[src/rtl/pose_relative_to_first_frame_core_assert.svh]
// Assertion macros for the relative pose core.
// Used by the top level only; relies on clk and rst_n in the including scope.
`ifndef POSE_RELATIVE_TO_FIRST_FRAME_CORE_ASSERT_SVH
`define POSE_RELATIVE_TO_FIRST_FRAME_CORE_ASSERT_SVH
`ifndef SYNTHESIS
`define PRTF_ASSERT_NOW(lbl, ante, cons, msg) \
  lbl: assert property (@(posedge clk) disable iff (!rst_n) (ante) |-> (cons)) \
    else $error(msg);
`define PRTF_ASSERT_NEXT(lbl, ante, cons, msg) \
  lbl: assert property (@(posedge clk) disable iff (!rst_n) (ante) |=> (cons)) \
    else $error(msg);
`else
`define PRTF_ASSERT_NOW(lbl, ante, cons, msg)
`define PRTF_ASSERT_NEXT(lbl, ante, cons, msg)
`endif
`endif

[src/rtl/prtf_mul.sv]
// Shared signed multiplier with registered product.
// No dependencies.
module prtf_mul #(
  parameter int AW = 34,
  parameter int BW = 33
) (
  input  logic                     clk,
  input  logic signed [AW-1:0]     a,
  input  logic signed [BW-1:0]     b,
  output logic signed [AW+BW-1:0]  p_r
);
  always_ff @(posedge clk) begin
    p_r <= (AW+BW)'(a) * (AW+BW)'(b);
  end
endmodule

[config.mk]
export PLATFORM = sky130hd
export DESIGN_NAME = prtf_mul
export DESIGN_NICKNAME = d
export VERILOG_FILES = /design/src/rtl/pose_relative_to_first_frame_core_assert.svh /design/src/rtl/prtf_mul.sv
export SDC_FILE = /design/constraint.sdc
export NUM_CORES = 2
export LEC_CHECK = 0
export BUFFER_PORTS_ARGS = -buffer_cell sky130_fd_sc_hd__clkbuf_2
export CORE_MARGIN = 10
export CORE_UTILIZATION = 40
export DETAILED_ROUTE_END_ITERATION = 10
export GPL_TIMING_DRIVEN = 0
export PLACE_DENSITY = 0.63
export SYNTH_ARGS = -nofsm -noshare
export SYNTH_HDL_FRONTEND = slang
export SYNTH_SLANG_ARGS = --single-unit
[constraint.sdc]
create_clock -name clk -period 8.3 [get_ports clk]
set_input_delay 0.415 -clock clk [delete_from_list [all_inputs] [get_ports clk]]
set_output_delay 0.415 -clock clk [all_outputs]
set_load 0.02 [all_outputs]
==> flow_metrics.env <==
export IMPL_cp_arrival_ps=8480
export IMPL_finalMaxSlewViolations=0
export IMPL_grt_max_degree=27
export IMPL_path_buf_inv=10
export IMPL_startpoint_type="input port"
export IMPL_fin_ws_ps=140
export IMPL_max_cap_violations=0
export IMPL_antenna_found_initial=22
export IMPL_grt_overflow_total=0
export IMPL_synth_edff_count=0
export IMPL_cts_buffer_depth=2
export IMPL_drc=0
export IMPL_ys_seq_area_share_pct=3.25
export IMPL_yosys_warnings=0
export IMPL_yosysTopAreaCell="fa_1"
export IMPL_layout_commonest_cell="fa_1"
export IMPL_chipHeight_um=341
export IMPL_critPathRequiredTime_ps=8620
export IMPL_dp_slack_ps=-2310
export IMPL_crit_path_end_kind="flop"
export IMPL_status="finished clean"
export IMPL_place_congestion=1.05
export IMPL_clk_pin_slew_ps=70
export IMPL_rows=117
export IMPL_crit_end="p_r[63]$_DFF_P_"
export IMPL_hp_class="input port to flop"
export IMPL_maxClockFrequency_ghz=0.123
export IMPL_htreeDepth=3
export IMPL_chipWidth_um=341
export IMPL_fin_nets=6008
export IMPL_layout_min_cycle_time_ps=8160
export IMPL_layout_drive_gt1_share_pct=9.71
export IMPL_final_cell_mix="fa_1, inv_1, nand2_1"
export IMPL_start_util_pct=40.4
export IMPL_drt_pre_antenna_iters=6
export IMPL_synth_top_area_share_pct=57.0
export IMPL_syn2layout_area_growth_pct=9.86
export IMPL_timing_final_crit_share_pct=98.3
export IMPL_pin_count=135
export IMPL_clock_sinks=67
export IMPL_largest_register="p_r"
export IMPL_critPathSlowestCell="fa_1"
export IMPL_viasPerCell=5.19
export IMPL_dr_first_iter_drc_count=2563
export IMPL_worstPathMaxFanout=10
export IMPL_synth_seq_cells=67
export IMPL_hold_ws_ps=343
export IMPL_placeableCoreArea_um2=102000
export IMPL_crit_family="adder cells"
export IMPL_hold_viol_final=0
export IMPL_worst_setup_path_type="input port to flop"
export IMPL_grt_usage_pct=26.6
export IMPL_cp_startpoint="b[12]"
export IMPL_syn_avg_cell_area_um2=9.39
export IMPL_tightest_slew_ps=763
export IMPL_syn_num_nets=5861
export IMPL_slew_headroom_pct=49.1
export IMPL_synth_ff_type="dfxtp_1"
export IMPL_largest_reg_flops=67
export IMPL_grt_pass1_vias=33400
export IMPL_die_area_um2=116000
export IMPL_port_buffers=126
export IMPL_drt_wl_total_um=152000
export IMPL_dpl_hpwl_um=131000
export IMPL_cpPeakStageDelay_ps=640
export IMPL_ant_nets=0
export IMPL_ys_top_cells_by_area="fa_1, inv_1, and2_1, ha_1, nand2_1"
export IMPL_root_buffer="clkbuf_16"
export IMPL_synth_area_um2=41300
export IMPL_cpMostUsedCell="fa_1"
export IMPL_syn_inst=4398
export IMPL_reg_top3="p_r x67"
export IMPL_cts_tree="done"
export IMPL_vias=30800
export IMPL_grt_pass1_wl_um=224000
export IMPL_worst_path_stages=29
export IMPL_wl_per_cell_um=25.6
export IMPL_whs_path_depth=2
export IMPL_cts_buffers=9
export IMPL_ys_types=63
export IMPL_async_flop_share_pct=0
export IMPL_setup_viol=0
what timing repair did:
item                                    CTS  global route
cloned                                    0             1
setup buffers                            13             8
endpoints found under the setup margin   38            19
gates resized for setup                 234           592
pin swaps                                 7            18
hold buffers                              0             0
final cells by class:
type / count / area (um2)
fill: 10200 / 56800
multi-input combinational: 2933 / 35000
inverter: 1166 / 4380
buffer: 220 / 1790
tap: 1368 / 1710
sequential: 67 / 1340
timing repair buffer: 148 / 868
clock buffer: 12 / 236
clock inverter: 4 / 51.3
antenna: 6 / 15.0
cell families (layout without fill, tap and decap cells):
| family | after synthesis | in the layout | share of synthesized area [%] |
|---|---|---|---|
| DFF | 67 | 67 | 3.25 |
| adders and majority gates | 1395 | 1395 | 63.6 |
| muxes | 3 | 3 | 0.0757 |
| and+or+nand+nor | 1260 | 1260 | 15.2 |
| buffers and inverters | 1398 | 1550 | 12.7 |
| other | 0 | 6 | 0 |
| xor gates and xnor gates | 71 | 71 | 1.51 |
| AOI/OAI and AO/OA | 204 | 204 | 3.57 |
stage by stage:
stage	cells	area (um2)	setup TNS (ps)	utilization, %
2_1_floorplan	4398	41300	0	-
3_3_place_gp	5892	43600	-53540	42.7
3_5_place_dp	5892	43600	-53370	42.7
4_1_cts	5919	44500	-15.9	43.6
5_1_grt	5918	45400	-36.8	44.4
6_report	5924	45400	0	44.4
synthesized netlist by cell type, drive strengths merged (5+ instances only):
| master | instances |
|---|---|
| nand2 | 578 |
| nor2 | 59 |
| inv | 1165 |
| o21ai | 36 |
| nor3 | 11 |
| xor2 | 17 |
| fa | 1176 |
| a31oi | 11 |
| and3 | 6 |
| and2 | 551 |
| nand4 | 11 |
| a21o | 34 |
| o21bai | 14 |
| nand2b | 13 |
| o21a | 5 |
| xnor2 | 54 |
| dfxtp | 67 |
| ha | 219 |
| clkbuf | 228 |
| nand3 | 9 |
| nor2b | 10 |
| a21oi | 64 |
| a211oi | 10 |
layer usage:
| layer | global-route usage [%] | routed length [um] | vias up |
|---|---|---|---|
| met1 | 33.7 | 57700 | 16000 |
| met2 | 42.1 | 69100 | 1580 |
| met5 | 0 | 97 | - |
| met3 | 5.84 | 14600 | 416 |
| met4 | 14.5 | 10400 | 14 |
| li1 | - | - | 12700 |
worst min path at each step:
stage          startpoint             end  slack [ps]
5_1_grt              a[0]  p_r[0]$_DFF_P_         370
3_5_place_dp         a[0]  p_r[0]$_DFF_P_         780
3_3_place_gp         a[0]  p_r[0]$_DFF_P_         770
4_1_cts              a[0]  p_r[0]$_DFF_P_         340
6_report             a[0]  p_r[0]$_DFF_P_         340
2_1_floorplan        b[0]  p_r[0]$_DFF_P_         540
Power is left out: the tool's default activity adds up to more than one toggle a clock period on the data nets, which glitch-free logic cannot reach.
