[config.mk]
export PLATFORM = sky130hd
export DESIGN_NAME = prtf_sqrt
export DESIGN_NICKNAME = d
export VERILOG_FILES = /design/src/rtl/pose_relative_to_first_frame_core_assert.svh /design/src/rtl/prtf_sqrt.sv
export SDC_FILE = /design/constraint.sdc
export NUM_CORES = 1
export LEC_CHECK = 0
export BUFFER_PORTS_ARGS = -buffer_cell sky130_fd_sc_hd__buf_2
export CAP_MARGIN = 40
export CORE_MARGIN = 5
export CORE_UTILIZATION = 52
export CTS_BUF_LIST = sky130_fd_sc_hd__clkbuf_16
export DETAILED_ROUTE_END_ITERATION = 12
export PLACE_DENSITY_LB_ADDON = 0.12
export SLEW_MARGIN = 30
export SYNTH_ARGS = -nofsm -noshare
export SYNTH_HDL_FRONTEND = slang
export SYNTH_SLANG_ARGS = --single-unit
[constraint.sdc]
create_clock -name clk -period 2.6 [get_ports clk]
set_input_delay 0.39 -clock clk [delete_from_list [all_inputs] [get_ports clk]]
set_output_delay 0.39 -clock clk [all_outputs]
set_load 0.1 [all_outputs]
[src/rtl/pose_relative_to_first_frame_core_assert.svh]
// Assertion macros for the relative pose core.
// Used by the top level only; relies on clk and rst_n in the including scope.
`ifndef POSE_RELATIVE_TO_FIRST_FRAME_CORE_ASSERT_SVH
`define POSE_RELATIVE_TO_FIRST_FRAME_CORE_ASSERT_SVH
`ifndef SYNTHESIS
`define PRTF_ASSERT_NOW(lbl, ante, cons, msg) \
  lbl: assert property (@(posedge clk) disable iff (!rst_n) (ante) |-> (cons)) \
    else $error(msg);
`define PRTF_ASSERT_NEXT(lbl, ante, cons, msg) \
  lbl: assert property (@(posedge clk) disable iff (!rst_n) (ante) |=> (cons)) \
    else $error(msg);
`else
`define PRTF_ASSERT_NOW(lbl, ante, cons, msg)
`define PRTF_ASSERT_NEXT(lbl, ante, cons, msg)
`endif
`endif

[src/rtl/prtf_sqrt.sv]
// Iterative integer square root, two radicand bits per cycle.
// No dependencies.
module prtf_sqrt #(
  parameter int SW = 33
) (
  input  logic                      clk,
  input  logic                      rst_n,
  input  logic                      start,
  input  logic [SW-1:0]             s,
  output logic                      done_r,
  output logic [(SW+1)/2-1:0]       root_r
);
  localparam int RTW = (SW + 1) / 2;
  localparam int SEW = 2 * RTW;
  localparam int CW  = $clog2(RTW + 1);

  logic [SEW-1:0] sh_r;
  logic [RTW:0]   rem_r;
  logic [CW-1:0]  cnt_r;
  logic           busy_r;
  logic [RTW+2:0] remx;
  logic [RTW+2:0] trial;
  logic           ge;

  always_comb begin
    remx  = {rem_r, sh_r[SEW-1:SEW-2]};
    trial = {1'b0, root_r, 2'b01};
    ge    = remx >= trial;
  end

  always_ff @(posedge clk) begin
    if (!rst_n) begin
      busy_r <= 1'b0;
      done_r <= 1'b0;
      cnt_r  <= '0;
    end else begin
      done_r <= 1'b0;
      if (start) begin
        busy_r <= 1'b1;
        cnt_r  <= '0;
        sh_r   <= SEW'(s);
        rem_r  <= '0;
        root_r <= '0;
      end else if (busy_r) begin
        sh_r <= sh_r << 2;
        if (ge) begin
          rem_r  <= (RTW+1)'(remx - trial);
          root_r <= {root_r[RTW-2:0], 1'b1};
        end else begin
          rem_r  <= remx[RTW:0];
          root_r <= {root_r[RTW-2:0], 1'b0};
        end
        if (cnt_r == CW'(RTW - 1)) begin
          busy_r <= 1'b0;
          done_r <= 1'b1;
        end
        cnt_r <= cnt_r + 1'b1;
      end
    end
  end
endmodule

==> summary.txt, run 1 <==
Floorplan
  – Die area: 0.00972 sq mm
  – Die H: roughly 100 um
  – Initial core utilization: 0.531
  – Num ports: between 50 and 60
  – Row cnt: 32
  – Die Wd: 98.6 um
  – Core area: around 0.0077 sq mm

STA
  – Setup violators final: 0
  – Worst Skew: 5.23 ps
  – Max-slew violations: 0
  – Final Hold Fails: 0
  – Unrepaired setup endpoints after global routing: no
  – Setup TNS: 0 ps
  – Fmax: 419 MHz
  – Crit path time final: around 2400 ps
  – Hold slack final: 337 ps
  – Slew margin rel.: 0.593
  – Slew @ Worst Pin: 611 ps
  – Period utilization: 0.918

Min path
  – Worst hold path class: in2reg
  – Hold path startpoint: s[0]

Place
  – Number of I/O port buffers: 53
  – Final Wtd Congestion: 0.875
  – Post-DP HPWL: 5330 um
  – DP Cell Count: 482

Clock tree
  – CTS sink cnt: 76
  – Hold buffer count at cts: 0
  – CTS tree: built
  – Clock buffer count from CTS: 9
  – Clock transition at path regs: 60 ps
  – Worst-Skew Late Latency: 330 ps
  – Clock Tree Root: clkbuf_16
  – Htree depth: 3
  – Clock Path Buffers: 2
  – Post-CTS Setup Repair Bufs: 0
  – Post-CTS sizing: 0

Final layout
  – Most common cell after layout, fill and taps aside: edfxtp_1
  – Finished Layout Cells: 498
  – Layout cells sized above 1: 0.333
  – Area Growth Syn to Fin: 17.8%
  – Fillcell total: a little over 600
  – Commonest non-fill, non-tap cells in the layout: edfxtp_1, buf_2, nor2_1
  – Core Util, Final: 0.625
  – Inserted Diodes: 0
  – Final nets: about 450

Critical path
  – WS Path Type: reg2reg
  – Worst Path Required: about 2700 ps
  – Worst setup path startpoint: root_r[15]
  – Startpoint types: flip-flop
  – Critical Path AT: between 2000 and 2500 ps
  – Peak fanout along the critical path: 19
  – Critical Path Sink: rem_r[15]
  – Critical Path Sink Type: flip-flop
  – R2R Setup Slk: 210 ps
  – FF-to-FF path depth: 9
  – Worst reg2reg startpoint: root_r[15]
  – Critical R2R Capture: rem_r[15]

Power and ir drop
  – Pleak: 1.90 nW
  – Power Total: roughly 3.5 mW
  – VDD IR max: 557 uV
  – Pwr Density: 732 mW/mm^2

Synth
  – Ys async rst share: 0
  – Distinct cells, synth: 48
  – Mapped Cells: 335
  – Post-synth EDFFs: 69
  – Post-synth top area share: 0.508
  – Synthesized area: roughly 0.0041 sq mm
  – Dominant cell type by area after synthesis: edfxtp_1
  – Syn Area/Cell: 12.2 sq um
  – Ys flop type: edfxtp_1
  – Synth Net Count: slightly below 400
  – Warning count from the yosys run: 0
  – Synth Register Bits: 76
  – Post-synthesis sequential area ratio: 0.542
  – Synth top area cells: edfxtp_1, mux2_2, ha_1

Drt
  – DRT antenna net count: 0
  – Iteration-0 DRC Markers: 153
  – DRT Pass-1 Iters: 6
  – DRC viols: 0
  – DR vias: 2703
  – Routed vias/inst: 5.43
  – DR WL/cell: 15.0 um
  – WL final: 7480 um

Global routing
  – Total grt overflow: 0
  – First-pass GRT wire length: approximately 13000 um
  – Vias in the first global route: 2732
  – Number of antenna violations at the first check in global routing: 0
  – Largest net degree at the start of global routing: 48
  – Global Route Usage Sum: 0.164

Status
  – Status: finished clean

Flow run
  – Max cap viols: 0
==> worst min path at each step <==
stage          endpoint  cells past startpoint
6_report        sh_r[0]                      2
5_1_grt         sh_r[0]                      2
4_1_cts         sh_r[0]                      2
3_3_place_gp   cnt_r[4]                      2
3_5_place_dp   cnt_r[4]                      2
2_1_floorplan  cnt_r[4]                      2
==> Yosys cell counts, types with 6 or more instances <==
cell type,number
a21oi_1,15
clkbuf_1,6
dfxtp_1,7
edfxtp_1,69
ha_1,21
inv_1,23
mux2_2,31
mux2i_1,13
nand2_1,16
nand3_1,7
nand4_1,6
nor2_1,40
o21ai_0,9
xnor2_1,12
xor2_1,8
==> worst max-delay path, cell delays in order, from the launching register on <==
cell and delay [ps]:
edfxtp_1 390, inv_2 90, ha_4 210, a21o_1 190, a211oi_2 300, a21boi_2 270
nand4_4 160, nand2_8 200, mux2i_1 220, nor2_1 80
==> layer usage <==
metal  global-route usage  up-vias  routed length, um
met5                    0        -                  0
met4               0.0515        0                 88
met2                0.268       57               3680
li1                     -     1335                  -
met3               0.0524       10                376
met1                0.207     1301               3330
==> cells by family after synthesis <==
family,count (synthesis),synth area share
simple gates,87,0.106
flops,76,0.542
compound gates,51,0.0862
mux,44,0.117
buf+inv,36,0.0402
fa+ha+maj,21,0.0644
xor+xnor,20,0.0429
==> area by class of cell <==
type                            instances  area (sq um)  area share
Tap cell                              102           128      0.0266
Clock buffer                            9           225      0.0469
Sequential cell                        76          2210       0.460
Clock inverter                          7          50.0      0.0104
Multi-Input combinational cell        223          1800       0.375
Timing Repair Buffer                   58           303      0.0630
Inverter                               23          86.3      0.0180
==> sequential cells by signal, summed over array words and instances, names as in the netlist <==
register	flops
cnt_r	5
done_r	1
sh_r	34
root_r	17
busy_r	1
rem_r	18
==> stage by stage <==
stage	area (sq um)	setup slack, ps
floorplan	4180	-319
global placement	4530	200
detailed placement	4530	206
CTS	4810	185
global route	4810	55.7
finish	4810	213
==> power by group <==
group          internal [mW]  switching (mW)  total, mW
clock                  0.648           0.501       1.15
sequential              1.46          0.0431       1.50
combinational          0.344           0.526      0.870
total                   2.45            1.07       3.52
No activity file was read; power rests on OpenSTA's default activity.
==> run 2: changes to the inputs <==
- ABC_AREA: default -> 1
- CORE_UTILIZATION: 52 -> 59
- clock period: 2.6 -> 2.5 ns (I/O delays scaled with it)
==> summary.txt, run 2 <==
Power and ir drop
  – Pwr Density: 736 mW/mm^2
  – Power Total: roughly 4.0 mW
  – VDD IR max: 524 uV
  – Pleak: 2.62 nW

Final layout
  – Largest regs: sh_r: 34 flops, rem_r: 18 flops, root_r: 17 flops
  – Finished Layout Cells: a little over 700
  – Max reg flops: 34
  – Inserted Diodes: 0
  – Most common cell after layout, fill and taps aside: nand2_1
  – Post-route cell area: 0.00543 sq mm
  – Final nets: 669
  – Core Util, Final: 0.713
  – Layout cells sized above 1: 0.237
  – Reg with most FFs: sh_r
  – Area Growth Syn to Fin: 19.2%
  – Commonest non-fill, non-tap cells in the layout: nand2_1, edfxtp_1, inv_1

Drt
  – DRT antenna net count: 0
  – DR vias: about 3.6k
  – WL final: 9760 um
  – DRT Pass-1 Iters: 4
  – Iteration-0 DRC Markers: 200
  – Routed vias/inst: around 5.0
  – DRC viols: 0
  – DR WL/cell: around 14 um

Critical path
  – Worst setup path startpoint: rem_r[0]
  – CP max stage delay: 430 ps
  – WS Path Type: reg2reg
  – Critical Path AT: 2240 ps
  – Critical Path Sink Type: flip-flop
  – Most used cell, CP: nor2_1
  – Worst reg2reg startpoint: rem_r[0]
  – Startpoint types: flip-flop
  – Peak fanout along the critical path: 34
  – Worst Path Required: 2570 ps
  – Slowest library cell on the worst path: edfxtp_1
  – Worst path cell trace: ha_1 -> nand2_1 -> nor2_1 -> nand2_1 -> o21ai_2 -> a21oi_4 -> nand2_8 -> nor2_1 -> nor2_1

Synth
  – Synth Net Count: roughly 620
  – Mapped Cells: 559
  – Synthesized area: approximately 0.0046 sq mm
  – Warning count from the yosys run: 0
  – Distinct cells, synth: 36
  – Syn Area/Cell: 8.14 sq um
  – Synth Register Bits: 76
  – Top post-synthesis cells by count: nand2_1, inv_1, edfxtp_1, nor2_1, ha_1
  – Post-synth EDFFs: 69
  – Ys async rst share: 0
  – Post-synthesis sequential area ratio: 0.486
  – Synth top area cells: edfxtp_1, nand2_1, inv_1
  – Most common cell in the netlist: nand2_1
  – Post-synth top area share: 0.455
  – Ys flop type: edfxtp_1
  – Dominant cell type by area after synthesis: edfxtp_1

Clock tree
  – Post-CTS sizing: 0
  – Post-CTS Setup Repair Bufs: 0
  – Clock Tree Root: clkbuf_16
  – Clock transition at path regs: ~60 ps
  – CTS sink cnt: 76
  – Htree depth: 3
  – Clock buffer count from CTS: 9
  – CTS tree: built
  – Clock Path Buffers: 2
  – Worst-Skew Late Latency: 330 ps
  – Hold buffer count at cts: 0

STA
  – Crit path time final: 2170 ps
  – Final worst slack: 330 ps
  – Setup TNS: 0 ps
  – Slew margin rel.: 0.627
  – Setup violators final: 0
  – Worst Skew: just over 8 ps
  – Max-slew violations: 0
  – Unrepaired setup endpoints after global routing: no
  – Final Hold Fails: 0
  – Hold slack final: 306 ps
  – Period utilization: 0.868
  – Slew @ Worst Pin: 559 ps
  – Fmax: 461 MHz

Place
  – Post-DP HPWL: 7100 um
  – Number of I/O port buffers: 53
  – Dpl ws: roughly 370 ps
  – Placed Instance Area: 0.00507 sq mm
  – Final Wtd Congestion: 0.911
  – DP Cell Count: ~700

Floorplan
  – Die Wd: 97.8 um
  – Row cnt: 32
  – Die area: between 0.009 and 0.01 sq mm
  – Num ports: 54
  – Core area: 0.00761 sq mm
  – Die H: 97.8 um
  – Initial core utilization: 0.598

Global routing
  – Total grt overflow: 0
  – Largest net degree at the start of global routing: 45
  – Global Route Usage Sum: 0.215
  – First-pass GRT wire length: 16800 um
  – Vias in the first global route: between 3k and 4k
  – Number of antenna violations at the first check in global routing: 0

Min path
  – Worst hold path class: in2reg
  – Hold path startpoint: s[1]

Status
  – Status: finished clean

Flow run
  – Max cap viols: 0
-- run 2: cell types whose count changed in the layout (fill, tap and decap cells not counted), sizes merged, moves of 4 or more --
cell,before,now
o21ai,12,5
nor2,41,67
nand3b,0,7
nand3,7,16
a21o,5,0
xnor2,12,6
inv,25,80
a21oi,17,12
mux2i,13,0
nand2,17,233
xor2,8,2
nor3,3,7
mux2,31,0
-- run 2: layout make-up --
cell class                      count  area (sq um)
Sequential cell                    76          2210
Fill cell                         603          2180
Multi-Input combinational cell    388          2110
Timing Repair Buffer               57           320
Clock buffer                       12           300
Inverter                           80           300
Tap cell                          102           128
Clock inverter                      4          51.3
-- run 2: layer usage --
metal  share of wire  GRT usage
met5               0          0
met2            0.50      0.377
met1            0.43      0.269
met3           0.054     0.0457
met4           0.016     0.0586
-- run 2: logic make-up after synthesis --
logic type / Yosys count / share of synthesized area
adder cells (fa/ha/maj): 21 / 0.0577
AND/OR/NAND/NOR: 338 / 0.322
AO/OA/AOI/OAI: 21 / 0.0291
buffers and inverters: 95 / 0.0893
flip-flops: 76 / 0.486
XOR/XNOR: 8 / 0.0154
-- run 2: power by group --
| group | total, mW | switching (mW) | internal, mW | leakage, nW |
|---|---|---|---|---|
| Clock | 1.47 | 0.519 | 0.955 | 0.176 |
| Sequential | 1.56 | 0.0528 | 1.50 | 0.727 |
| Combinational | 0.964 | 0.636 | 0.328 | 1.72 |
-- run 2: final timing paths --
| kind | endpoint | cells past startpoint | slack (ps) |
|---|---|---|---|
| max | rem_r[4] | 9 | 330 |
| max reg2reg | rem_r[4] | 9 | 330 |
| min | sh_r[1] | 3 | 310 |
| min reg2reg | cnt_r[4] | 1 | 500 |
-- run 2: critical path, delay by kind of cell, from the launching register on --
kind / cells / cell delay, ps
adder cells (fa/ha/maj): 1 / 410
AO/OA/AOI/OAI: 2 / 310
AND/OR/NAND/NOR: 6 / 750
flip-flops: 1 / 430
==> run 3: changes to the inputs <==
- GPL_TIMING_DRIVEN: default -> 0
- PLACE_DENSITY_LB_ADDON: 0.12 -> 0.05
==> summary.txt, run 3 (synthesis results as in run 2) <==
Power and ir drop
  – Clk pwr share: 0.329
  – Pleak: roughly 2.6 nW
  – Seq pwr share: 0.408
  – Power Total: around 3.8 mW
  – Logic pwr share: 0.263
  – VDD IR max: between 400 and 500 uV
  – Pwr Density: 701 mW/mm^2
  – Switch share: 0.321
  – Switching Power: 1.22 mW
  – Cell Int Power: 2.59 mW

Floorplan
  – Die area: approximately 0.0096 sq mm
  – Die Wd: around 98 um
  – Row cnt: 32
  – Initial core utilization: 0.598
  – Die H: 97.8 um
  – Num ports: 54
  – Core area: 0.00761 sq mm

STA
  – Final Hold Fails: 0
  – Fmax: roughly 470 MHz
  – Period utilization: 0.852
  – Slew margin rel.: 0.632
  – Unrepaired setup endpoints after global routing: no
  – Setup TNS: 0 ps
  – Slew @ Worst Pin: approximately 550 ps
  – Setup violators final: 0
  – Crit path time final: 2130 ps
  – Worst Skew: 9.50 ps
  – Max-slew violations: 0

Global routing
  – Number of antenna violations at the first check in global routing: 0
  – Vias in the first global route: 3737
  – Global Route Usage Sum: 0.218
  – Largest net degree at the start of global routing: 46
  – Total grt overflow: 0
  – First-pass GRT wire length: 17100 um

Clock tree
  – Post-CTS sizing: 0
  – Clock transition at path regs: about 60 ps
  – Clock buffer count from CTS: 9
  – CTS tree: built
  – Htree depth: 3
  – CTS sink cnt: 76
  – Clock Path Buffers: 2
  – Worst-Skew Late Latency: 330 ps
  – Post-CTS Setup Repair Bufs: 0
  – Clock Tree Root: clkbuf_16
  – Hold buffer count at cts: 0

Critical path
  – Critical Path AT: approximately 2200 ps
  – Startpoint types: flip-flop
  – Critical Path Sink Type: flip-flop
  – WS Path Type: reg2reg
  – Worst Path Required: 2580 ps
  – Peak fanout along the critical path: 10

Final layout
  – Finished Layout Cells: 730
  – Commonest non-fill, non-tap cells in the layout: nand2_1, edfxtp_1, inv_1
  – Post-route cell area: 0.00544 sq mm
  – Layout cells sized above 1: 0.236
  – Inserted Diodes: 0
  – Max reg flops: 34
  – Area Growth Syn to Fin: 19.5%
  – Core Util, Final: 0.715
  – Reg with most FFs: sh_r
  – Largest regs: sh_r: 34 flops, rem_r: 18 flops, root_r: 17 flops
  – Most common cell after layout, fill and taps aside: nand2_1
  – Final nets: 680

Place
  – DP Cell Count: slightly above 700
  – Post-DP HPWL: 7480 um
  – Final Wtd Congestion: 0.941
  – Number of I/O port buffers: 52
  – Placed Instance Area: 0.00515 sq mm

Drt
  – DR WL/cell: 13.8 um
  – Routed vias/inst: 4.97
  – Iteration-0 DRC Markers: 182
  – WL final: between 10000 and 15000 um
  – DRC viols: 0
  – DRT antenna net count: 0
  – DRT Pass-1 Iters: 4
  – DR vias: 3628

Flow run
  – Max cap viols: 0

Status
  – Status: finished clean

Min path
  – Worst hold path class: in2reg
## run 3: cell types whose count changed in the layout (fill, tap and decap cells not counted), sizes merged
cell and change:
clkinvlp +1, clkbuf +7, bufinv -1, buf +2
inv +2
## run 3: layer usage
metal / GRT usage / routed length [um] / vias up
li1: - / - / 1878
met1: 0.275 / 4430 / 1638
met2: 0.386 / 5010 / 95
met3: 0.0343 / 456 / 17
met4: 0.0671 / 156 / 0
met5: 0 / 0 / -
## run 3: critical path, stage by stage, from the launching register on
cell,delay [ps]
edfxtp_1,500
inv_1,130
ha_1,240
inv_1,80
nand3_1,80
nand3_2,110
nand3_2,100
nand3_2,100
nand2_4,90
nand2_8,110
buf_12,160
nand2_2,50
nand2_1,70
nor2_1,50
## run 3: power by group through the flow
stage | logic (mW) | registers, mW | clock network, mW
finish | 1.00 | 1.56 | 1.26
global route | 1.12 | 1.56 | 1.33
CTS | 1.01 | 1.56 | 1.27
detailed placement | 0.994 | 1.58 | 0
global placement | 0.969 | 1.58 | 0
floorplan | 0.670 | 1.69 | 0
## run 3: path summary, 6_finish.rpt
| path | start | to | slack [ps] | cells after the start |
|---|---|---|---|---|
| min reg2reg | cnt_r[4] | cnt_r[4] | 500 | 1 |
| min | s[1] | sh_r[1] | 300 | 3 |
| max reg2reg | sh_r[32] | rem_r[8] | 370 | 13 |
| max | sh_r[32] | rem_r[8] | 370 | 13 |
## run 3: final cells by class
cell class | instances | area (sq um)
plain buffers | 15 | 113
clock buffers | 10 | 250
clock inverters | 6 | 36.3
fillers | 633 | 2170
inverters | 80 | 300
multi-input cells | 388 | 2120
flip-flops and latches | 76 | 2210
well taps | 102 | 128
repair buffers | 53 | 280
## run 3: through the flow
stage | hold slack, ps | setup WS (ps)
2_1_floorplan | 463 | -62.2
3_3_place_gp | 480 | 79.6
3_5_place_dp | 492 | 385
4_1_cts | 302 | 356
5_1_grt | 312 | 235
6_report | 305 | 371
