$ cat config.mk
export PLATFORM = sky130hd
export DESIGN_NAME = prtf_div
export DESIGN_NICKNAME = d
export VERILOG_FILES = /design/src/rtl/pose_relative_to_first_frame_core_assert.svh /design/src/rtl/prtf_div.sv
export SDC_FILE = /design/constraint.sdc
export NUM_CORES = 1
export LEC_CHECK = 0
export ABC_AREA = 1
export BUFFER_PORTS_ARGS = -buffer_cell sky130_fd_sc_hd__buf_2
export CAP_MARGIN = 20
export CORE_ASPECT_RATIO = 1.4
export CORE_MARGIN = 4
export CORE_UTILIZATION = 45
export DETAILED_ROUTE_END_ITERATION = 7
export PLACE_DENSITY_LB_ADDON = 0.2
export SETUP_SLACK_MARGIN = 0.2
export SLEW_MARGIN = 20
export SYNTH_ARGS = -nofsm -noshare
export SYNTH_HDL_FRONTEND = slang
export SYNTH_SLANG_ARGS = --single-unit
export TNS_END_PERCENT = 1
$ cat constraint.sdc
create_clock -name clk -period 5 [get_ports clk]
set_input_delay 0.5 -clock clk [delete_from_list [all_inputs] [get_ports clk]]
set_output_delay 0.5 -clock clk [all_outputs]
set_load 0.01 [all_outputs]
$ cat src/rtl/pose_relative_to_first_frame_core_assert.svh
// Assertion macros for the relative pose core.
// Used by the top level only; relies on clk and rst_n in the including scope.
`ifndef POSE_RELATIVE_TO_FIRST_FRAME_CORE_ASSERT_SVH
`define POSE_RELATIVE_TO_FIRST_FRAME_CORE_ASSERT_SVH
`ifndef SYNTHESIS
`define PRTF_ASSERT_NOW(lbl, ante, cons, msg) \
  lbl: assert property (@(posedge clk) disable iff (!rst_n) (ante) |-> (cons)) \
    else $error(msg);
`define PRTF_ASSERT_NEXT(lbl, ante, cons, msg) \
  lbl: assert property (@(posedge clk) disable iff (!rst_n) (ante) |=> (cons)) \
    else $error(msg);
`else
`define PRTF_ASSERT_NOW(lbl, ante, cons, msg)
`define PRTF_ASSERT_NEXT(lbl, ante, cons, msg)
`endif
`endif

$ cat src/rtl/prtf_div.sv
// Iterative restoring divider, one quotient bit per cycle.
// No dependencies.
module prtf_div #(
  parameter int NW  = 31,
  parameter int DNW = 17
) (
  input  logic            clk,
  input  logic            rst_n,
  input  logic            start,
  input  logic [NW-1:0]   num,
  input  logic [DNW-1:0]  den,
  output logic            done_r,
  output logic [NW-1:0]   quo_r
);
  localparam int CW = $clog2(NW + 1);

  logic [DNW-1:0] den_r;
  logic [DNW-1:0] rem_r;
  logic [CW-1:0]  cnt_r;
  logic           busy_r;
  logic [DNW:0]   remx;
  logic           ge;

  always_comb begin
    remx = {rem_r, quo_r[NW-1]};
    ge   = remx >= {1'b0, den_r};
  end

  always_ff @(posedge clk) begin
    if (!rst_n) begin
      busy_r <= 1'b0;
      done_r <= 1'b0;
      cnt_r  <= '0;
    end else begin
      done_r <= 1'b0;
      if (start) begin
        busy_r <= 1'b1;
        cnt_r  <= '0;
        quo_r  <= num;
        den_r  <= den;
        rem_r  <= '0;
      end else if (busy_r) begin
        rem_r <= ge ? DNW'(remx - {1'b0, den_r}) : remx[DNW-1:0];
        quo_r <= {quo_r[NW-2:0], ge};
        if (cnt_r == CW'(NW - 1)) begin
          busy_r <= 1'b0;
          done_r <= 1'b1;
        end
        cnt_r <= cnt_r + 1'b1;
      end
    end
  end
endmodule

==> results of run 1 <==
-- area by class of cell --
| cell class | instances | area share [%] |
|---|---|---|
| multi-input combinational | 356 | 36.22 |
| sequential | 72 | 41.14 |
| tap | 107 | 2.633 |
| clock inverter | 5 | 2.018 |
| inverter | 65 | 4.798 |
| timing repair buffer | 83 | 8.219 |
| clock buffer | 11 | 4.970 |
-- cells in the mapped netlist --
cell type | instances | share of area (%)
xnor2_1 | 2 | 0.41
ha_1 | 19 | 5.6
nor2_4 | 4 | 1.1
nor2_2 | 1 | 0.15
nor2_1 | 46 | 4.1
nor2_8 | 1 | 0.47
clkbuf_1 | 7 | 0.62
o21bai_4 | 1 | 0.44
a21oi_4 | 1 | 0.38
nand3b_4 | 1 | 0.47
nand2_4 | 3 | 0.79
nand4_1 | 3 | 0.44
inv_2 | 5 | 0.44
o21ai_0 | 1 | 0.12
a21oi_1 | 10 | 1.2
nand2_1 | 206 | 18
nor3_1 | 5 | 0.59
and2_1 | 2 | 0.29
o21a_1 | 1 | 0.18
nand2_2 | 4 | 0.59
nand3_1 | 16 | 1.9
inv_1 | 60 | 5.3
xor2_1 | 7 | 1.4
dfxtp_1 | 7 | 3.3
and3_1 | 2 | 0.29
edfxtp_1 | 65 | 46
nor3b_1 | 1 | 0.18
a211oi_1 | 1 | 0.18
nand3b_1 | 12 | 2.1
fa_1 | 1 | 0.47
buf_2 | 1 | 0.12
buf_8 | 1 | 0.35
nand3_2 | 5 | 1.2
buf_6 | 3 | 0.79
-- worst min-delay path by stage --
stage / start / end / cells past startpoint
after floorplan: cnt_r[4] / done_r / 2
after global placement: cnt_r[0] / cnt_r[0] / 2
after detailed placement: cnt_r[0] / cnt_r[0] / 2
after CTS: den[2] / den_r[2] / 1
after global routing: den[4] / den_r[4] / 1
final: den[6] / den_r[6] / 1
-- logic make-up after synthesis --
family | synth area share (%)
AOI/OAI and AO/OA | 2.473
buffers and inverters | 7.624
adders and majority gates | 6.064
xor gates and xnor gates | 1.855
and+or+nand+nor | 32.76
DFF | 49.22
-- per-stage QoR --
step | worst slack (ns) | utilization [%]
6_report | 2.670 | 55.69
5_1_grt | 2.448 | 55.69
4_1_cts | 2.683 | 55.63
3_5_place_dp | 2.572 | 51.74
3_3_place_gp | 2.608 | 51.74
2_1_floorplan | 2.754 | -
-- report_power, final --
part / internal, W / leakage [nW] / total, W / switching, W
clock: 0.000513 / 0.172 / 0.000752 / 0.000238
sequential: 0.000732 / 0.687 / 0.000762 / 0.0000295
combinational: 0.000174 / 1.71 / 0.000482 / 0.000307
total: 0.00142 / 2.57 / 0.00200 / 0.000575
-- registers in the layout, summed over array words and instances, names as in the netlist --
register and cells:
busy_r 1, cnt_r 5, done_r 1, den_r 17
quo_r 31, rem_r 17
-- routing by layer --
layer | track usage, % | routed length (microns)
met4 | 9.004 | 308
met3 | 4.382 | 576
met5 | 0 | 0
met2 | 30.15 | 4495
met1 | 20.79 | 3918
-- worst max-delay path: stages, from the launching register on --
cell and delay, ns:
edfxtp_1 0.38, inv_1 0.11, ha_1 0.15, inv_1 0.07
fa_1 0.46, nand3_1 0.13, nand3_1 0.16, nand2_1 0.10
nand2_1 0.09, nand2_1 0.09, nand2_1 0.06, nand2_1 0.08
nand3_2 0.09, nand2_1 0.08, inv_1 0.04
==> qor.txt, run 1 <==
# fillers: 859
most common cell after layout, fill and taps aside: nand2_1
post-CTS setup buffer count: 0
minimum period implied by the final worst setup slack: 2.330 ns
Layout Nets: 658
Yosys reg bits: 72
leakage: 2.573 nW
Netlist Area Pre-Place: 4250 sq um
pwr dens: 392.4 nW/um^2
layout cell share with drive strength beyond 1: 21.28%
share of the clock period used by the worst path: 46.60%
largest net degree at the start of global routing: 50
n_diodes: 0
Die Width: 90.14 microns
Final Skew: 0.006451 ns
total grt overflow: 0
status: finished clean
Gates resized, CTS repair: 0
post-synth cell types: 34
type of the worst min-delay path: input pin to flip-flop
Final ANT Viol Nets: 0
Die Height: 123.0 microns
Vias/cell: 4.924
kind of critical path: flip-flop to flip-flop
commonest non-fill, non-tap cells in the layout: 205 x nand2_1, 82 x buf_2, 65 x edfxtp_1, 60 x inv_1, 46 x nor2_1
core region area: 9131 sq um
final RePlAce weighted congestion: 0.8654
CTS tree: done
Worst R2R End: rem_r[16]
# rows: 41
dpl cell area: 4725 sq um
FF-to-FF path depth: 14
cts bufs inserted: 9
DPL Wire Length: 7.048 mm
Top Ports: 83
CP Launch Point: quo_r[30]
syn_nets: 576
crit path DAT: 2.42 ns
placed cells: 683
register area: 2092 sq um
worst vdd ir: 0.0003449 V
Die Area: 11090 sq um
worst flop-to-flop path startpoint: quo_r[30]
Max Root-Sink Buffers: 2
total negative slack: 0 ns
Seq/Total Area, Yosys: 49.22%
Syn Inst Count: 505
Worst setup EP type: flip-flop
Routed Wire Length: 9.299 mm
fin. max-slew vios: 0
CP startpoint kind: flip-flop
Yosys warning count: 0
fin area: 5085 sq um
Starting Density: 46.55%
Final Hold Fails: 0
htree depth: 3
total power: 0.001995 W
setup violators final: 0
critical path required time: 5.09 ns
Clock Latency Late Sink: 0.33 ns
Synth Area per Inst: 8.416 sq um
CTS Hold Bufs: 0
total number of vias: 3442
crit-path max FO: 4
fmax: 0.4292 GHz
CTS clock-pin slew for the worst setup and hold paths: 0.06 ns
Area growth, synth to finish: 19.64%
CTS Sinks: 72
vias in the first global route: 3486
final cell count without fillers: 699
MaxCap Viol Count: 0
R2R setup slack: 2.67 ns
initial antenna violation count: 0
average wire per standard cell: 13.30 microns
hold_ws: 0.3406 ns
first-pass GRT wire length: 15.64 mm
Slew @ Worst Pin: 0.7780 ns
# port buffers: 82
GRT Overall Usage: 17.66%
Worst Setup EP: rem_r[16]
# DRC: 0
CTS root buf: clkbuf_16
Pre-antenna DRT Iters: 4
RSZ-0062 raised after global routing: false
multi-input logic area: 1842 sq um
Slew HR: 48.07%
starting DRC count in detailed routing: 136
Note: power is estimated with default switching activity, not from simulation.
==> run 2, diff against run 1 <==
==> constraint.sdc (replaced) <==
create_clock -name clk -period 2.01 [get_ports clk]
set_input_delay 0.201 -clock clk [delete_from_list [all_inputs] [get_ports clk]]
set_output_delay 0.201 -clock clk [all_outputs]
set_load 0.01 [all_outputs]
==> run 2 against run 1 <==
  * The flow now finishes with violations (negative setup slack)
  * Critical path depth decreased by 3
  * Critical endpoint is now rem_r[8]
  * Maximum frequency increased by 14%
  * Via count increased by 5.5%
  * Flip-flop and latch count unchanged
  * Clock skew about the same
==> qor.txt, run 2 (synthesized netlist as in run 1, its figures left out) <==
# rows: 41 (unchanged)
# DRC: 0 (unchanged)
starting DRC count in detailed routing: 203 (was 136)
Die Height: 123.0 microns (unchanged)
status: complete, but fails checks (was finished clean)
fin. max-slew vios: 0 (unchanged)
largest registers: quo_r (31), den_r (17), rem_r (17) (unchanged)
crit-path max FO: 4 (unchanged)
first-pass GRT wire length: 16.73 mm (was 15.64 mm)
DPL Wire Length: 7.452 mm (was 7.048 mm)
kind of critical path: flip-flop to flip-flop (unchanged)
Routed Wire Length: 10.38 mm (was 9.299 mm)
# fillers: 788 (was 859)
Vias/cell: 4.901 (was 4.924)
FF-to-FF path depth: 11 (was 14)
Slew HR: 49.78% (was 48.07%)
# port buffers: 82 (unchanged)
share of the clock period used by the worst path: 101.8% (was 46.60%)
CP startpoint kind: flip-flop (unchanged)
final RePlAce weighted congestion: 0.9269 (was 0.8654)
initial antenna violation count: 0 (unchanged)
Layout Nets: 700 (was 658)
core region area: 9131 sq um (unchanged)
most common cell after layout, fill and taps aside: nand2_1 (unchanged)
average wire per standard cell: 14.01 microns (was 13.30 microns)
register with the most flip-flops: quo_r (unchanged)
Slew @ Worst Pin: 0.7524 ns (was 0.7780 ns)
worst vdd ir: 0.0005140 V (was 0.0003449 V)
leakage: 2.787 nW (was 2.573 nW)
CTS root buf: clkbuf_16 (unchanged)
minimum period implied by the final worst setup slack: 2.045 ns (was 2.330 ns)
critical path required time: 2.10 ns (was 5.09 ns)
total grt overflow: 0 (unchanged)
CTS Hold Bufs: 0 (unchanged)
final worst setup slack: -0.03525 ns (was 2.670 ns)
Die Width: 90.14 microns (unchanged)
Starting Density: 46.55% (unchanged)
hold path depth: 1 (unchanged)
layout cell share with drive strength beyond 1: 33.44% (was 21.28%)
Area growth, synth to finish: 33.56% (was 19.64%)
Max Root-Sink Buffers: 2 (unchanged)
Largest register FFs: 31 (unchanged)
GRT Overall Usage: 18.90% (was 17.66%)
total negative slack: -0.03794 ns (was 0 ns)
largest net degree at the start of global routing: 39 (was 50)
Final Util: 62.17% (was 55.69%)
CTS tree: done (unchanged)
setup violators final: 2 (was 0)
Clock Latency Late Sink: 0.34 ns (was 0.33 ns)
violated checks: negative setup slack
total number of vias: 3632 (was 3442)
Worst setup EP type: flip-flop (unchanged)
commonest non-fill, non-tap cells in the layout: 191 x nand2_1, 82 x buf_2, 65 x edfxtp_1, 56 x inv_1, 39 x buf_4 (was 205 x nand2_1, 82 x buf_2, 65 x edfxtp_1, 60 x inv_1, 46 x nor2_1)
MaxCap Viol Count: 0 (unchanged)
vias in the first global route: 3682 (was 3486)
RSZ-0062 raised after global routing: true (was false)
CP Launch Point: quo_r[30] (unchanged)
htree depth: 3 (unchanged)
n_diodes: 0 (unchanged)
Pre-antenna DRT Iters: 4 (unchanged)
crit path DAT: 2.13 ns (was 2.42 ns)
CTS clock-pin slew for the worst setup and hold paths: 0.06 ns (about the same)
Final Hold Fails: 0 (unchanged)
hold_sp: den[7] (was den[6])
Final ANT Viol Nets: 0 (unchanged)
Top Ports: 83 (unchanged)
pwr dens: 922.9 nW/um^2 (was 392.4 nW/um^2)
CTS Sinks: 72 (unchanged)
Final Skew: 0.006042 ns (was 0.006451 ns)
worst flop-to-flop path startpoint: quo_r[30] (unchanged)
cts bufs inserted: 9 (unchanged)
Die Area: 11090 sq um (unchanged)
type of the worst min-delay path: input pin to flip-flop (unchanged)
fmax: 0.4889 GHz (was 0.4292 GHz)
-- run 2: worst max-delay path: stages (launching register included) --
cell and delay (ns):
edfxtp_1 0.40, inv_2 0.09, ha_4 0.13, inv_4 0.03, fa_2 0.43, nand3_2 0.10
nand3_2 0.09, nand2_2 0.07, nand2_2 0.06, xor2_1 0.16, nor2_1 0.16, nor2_1 0.06
-- run 2: area by class of cell --
type / instances / area (sq um) / area share (%)
Inverter: 65 / 249.0 / 4.386
Clock buffer: 11 / 232.7 / 4.100
Clock inverter: 5 / 81.33 / 1.433
Sequential cell: 72 / 2092 / 36.85
Tap cell: 107 / 133.9 / 2.358
Timing Repair Buffer: 125 / 774.5 / 13.64
Multi-Input combinational cell: 356 / 2113 / 37.23
-- run 2: what timing repair did --
item                                    CTS  global route
pin swaps                                 4            23
gates resized for setup                  19            33
endpoints found under the hold margin     0             0
endpoints found under the setup margin   18            18
setup buffers                             2             8
-- run 2: through the flow --
step | hold slack, ns | instances | area [sq um] | power [W] | worst slack (ns)
5_1_grt | 0.02982 | 741 | 5677 | 0.005523 | -0.09643
6_report | 0.03612 | 741 | 5677 | 0.005239 | -0.03525
3_5_place_dp | 0.3792 | 715 | 5017 | 0.003313 | -0.04755
2_1_floorplan | 0.2999 | 505 | 4278 | 0.002830 | 0.03729
3_3_place_gp | 0.3775 | 715 | 5017 | 0.003293 | 0.01005
4_1_cts | 0.02898 | 733 | 5459 | 0.005111 | 0.04184
-- run 2: path summary, 6_finish.rpt --
kind | to | slack (ns)
max | rem_r[8] | -0.04
min | den_r[7] | 0.04
max reg2reg | rem_r[8] | -0.04
min reg2reg | cnt_r[0] | 0.52
-- run 2: where the power goes --
group	internal (W)	leakage (nW)	total, W	switching (W)
sequential	0.00182	0.687	0.00191	0.0000885
combinational	0.000703	1.95	0.00160	0.000902
clock	0.00109	0.152	0.00172	0.000634
-- run 2: per-layer routing --
metal | track usage (%) | up-vias | wire length, microns
met1 | 21.67 | 1674 | 4206
met5 | 0 | - | 0
met2 | 34.27 | 96 | 5414
li1 | - | 1844 | -
met3 | 4.200 | 18 | 577
met4 | 7.663 | 0 | 182
==> run 3, diff against run 2 <==
==> constraint.sdc (replaced) <==
create_clock -name clk -period 2.6 [get_ports clk]
set_input_delay 0.26 -clock clk [delete_from_list [all_inputs] [get_ports clk]]
set_output_delay 0.26 -clock clk [all_outputs]
set_load 0.01 [all_outputs]
==> run 3 against run 2 <==
  * The run now ends clean
  * Clock-buffer cell count increased by 4
  * Worst setup slack improved by 0.37 ns
  * Flip-flop and latch count unchanged
  * Sequential power fell by 24%
  * Die area stayed put
  * Clock skew is 0.0019 ns lower
  * Utilization shrank 7.0 points
  * Routed wire length fell by 9.7%
  * Highest routed layer unchanged
  * Critical path type unchanged
  * Non-clock buffer count down 39
==> qor.txt, run 3 (synthesized netlist as in run 1, its figures left out) <==
CP startpoint kind: flip-flop (unchanged)
critical path required time: 2.68 ns (was 2.10 ns)
Die Area: 11090 sq um (unchanged)
Final Hold Fails: 0 (unchanged)
starting DRC count in detailed routing: 245 (was 203)
vias in the first global route: 3407 (was 3682)
average wire per standard cell: 13.34 microns (was 14.01 microns)
register area: 2092 sq um (unchanged)
Die Height: 123.0 microns (unchanged)
fmax: 0.4424 GHz (was 0.4889 GHz)
most common cell after layout, fill and taps aside: nand2_1 (unchanged)
dpl cell area: 4760 sq um (was 5017 sq um)
fin. max-slew vios: 0 (unchanged)
multi-input logic area: 1839 sq um (was 2113 sq um)
crit path DAT: 2.34 ns (was 2.13 ns)
Final Skew: 0.004150 ns (was 0.006042 ns)
MaxCap Viol Count: 0 (unchanged)
first-pass GRT wire length: 15.53 mm (was 16.73 mm)
total number of vias: 3441 (was 3632)
largest registers: quo_r (31), den_r (17), rem_r (17) (unchanged)
setup violators final: 0 (was 2)
share of the clock period used by the worst path: 86.93% (was 101.8%)
cts bufs inserted: 9 (unchanged)
Largest register FFs: 31 (unchanged)
Place WS: 0.3577 ns (was -0.04755 ns)
type of the worst min-delay path: input pin to flip-flop (unchanged)
register with the most flip-flops: quo_r (unchanged)
end of the worst hold path: den_r[9] (was den_r[7])
Worst setup EP type: flip-flop (unchanged)
minimum period implied by the final worst setup slack: 2.260 ns (was 2.045 ns)
total negative slack: 0 ns (was -0.03794 ns)
crit-path max FO: 14 (was 4)
total grt overflow: 0 (unchanged)
Worst R2R End: rem_r[10] (was rem_r[8])
Slew HR: 51.75% (was 49.78%)
CTS clock-pin slew for the worst setup and hold paths: 0.05 ns (was 0.06 ns)
htree depth: 3 (unchanged)
DPL Wire Length: 7.018 mm (was 7.452 mm)
GR peak layer: met2 (unchanged)
Final ANT Viol Nets: 0 (unchanged)
final RePlAce weighted congestion: 0.8668 (was 0.9269)
Clock Latency Late Sink: 0.32 ns (was 0.34 ns)
pwr dens: 701.1 nW/um^2 (was 922.9 nW/um^2)
status: finished clean (was complete, but fails checks)
largest net degree at the start of global routing: 50 (was 39)
Pre-antenna DRT Iters: 4 (unchanged)
leakage: 2.550 nW (was 2.787 nW)
CTS root buf: clkbuf_16 (unchanged)
GR Util met3: 4.504% (was 4.200%)
core region area: 9131 sq um (unchanged)
hold_sp: den[9] (was den[7])
# fillers: 842 (was 788)
grt met2 use: 29.83% (was 34.27%)
post-CTS setup buffer count: 0 (was 2)
Area growth, synth to finish: 18.43% (was 33.56%)
# DRC: 0 (unchanged)
initial antenna violation count: 0 (unchanged)
GRT Overall Usage: 17.64% (was 18.90%)
FF-to-FF path depth: 11 (unchanged)
Max Root-Sink Buffers: 2 (unchanged)
final worst setup slack: 0.3397 ns (was -0.03525 ns)
layout cell share with drive strength beyond 1: 21.01% (was 33.44%)
RSZ-0062 raised after global routing: true (unchanged)
kind of critical path: flip-flop to flip-flop (unchanged)
Layout Nets: 661 (was 700)
n_diodes: 0 (unchanged)
Vias/cell: 4.902 (was 4.901)
worst vdd ir: 0.0005865 V (was 0.0005140 V)
Starting Density: 46.55% (unchanged)
fin area: 5034 sq um (was 5677 sq um)
M1 GR Usage: 21.40% (was 21.67%)
CTS tree: done (unchanged)
Die Width: 90.14 microns (unchanged)
Slew @ Worst Pin: 0.7229 ns (was 0.7524 ns)
commonest non-fill, non-tap cells in the layout: 205 x nand2_1, 82 x buf_2, 65 x edfxtp_1, 60 x inv_1, 46 x nor2_1 (was 191 x nand2_1, 82 x buf_2, 65 x edfxtp_1, 56 x inv_1, 39 x buf_4)
worst flop-to-flop path startpoint: rem_r[8] (was quo_r[30])
Top Ports: 83 (unchanged)
# rows: 41 (unchanged)
R2R setup slack: 0.34 ns (was -0.04 ns)
Routed Wire Length: 9.368 mm (was 10.38 mm)
CTS Sinks: 72 (unchanged)
hold path depth: 1 (unchanged)
# port buffers: 82 (unchanged)
[run 3: what timing repair did]
| action | CTS | global route |
|---|---|---|
| endpoints found under the setup margin | 0 | 6 |
| resized for setup | 0 | 1 |
| hold buffers | 0 | 0 |
[run 3: how the worst max path moves through the flow]
stage,to,from,cells after the start
4_1_cts,rem_r[16],quo_r[30],12
3_5_place_dp,rem_r[16],quo_r[30],12
2_1_floorplan,rem_r[16],quo_r[30],14
5_1_grt,rem_r[4],rem_r[2],12
6_report,rem_r[10],rem_r[8],11
3_3_place_gp,rem_r[5],rem_r[8],11
[run 3: stage by stage]
stage                     std cells  total power, W  util [%]  hold WS, ns
after floorplan                 505        0.002178         -       0.3589
after global routing            702        0.003753     55.12      0.09195
after CTS                       702        0.003555     55.10      0.09080
after detailed placement        686        0.002427     52.12       0.4384
after global placement          686        0.002424     52.12       0.4362
final                           702        0.003529     55.12       0.1061
[run 3: where the power goes]
group | switching, W | internal, W | total (W)
Sequential | 0.0000553 | 0.00141 | 0.00146
Combinational | 0.000603 | 0.000347 | 0.000950
Clock | 0.000420 | 0.000696 | 0.00112
[run 3: final cells by class]
class | count | share of cell area [%]
timing repair buffer | 86 | 8.998
clock inverter | 1 | 0.07457
inverter | 65 | 4.847
sequential | 72 | 41.56
multi-input combinational | 356 | 36.54
clock buffer | 15 | 5.319
tap | 107 | 2.660
[run 3: routing by layer]
layer  vias up  wire (microns)
li1       1767               -
met1      1543            3888
met2       109            4598
met3        22             624
met4         0             257
met5         -               0
[run 3: worst max-delay path, cell delays in order, from the launching register on]
cell      delay [ns]
edfxtp_1        0.39
ha_1            0.43
nand2_1         0.08
nand2_1         0.11
inv_1           0.05
nand2_1         0.11
nand3b_4        0.18
nand2_4         0.14
nand2_4         0.21
inv_2           0.11
nor2_1          0.15
nor2_1          0.05
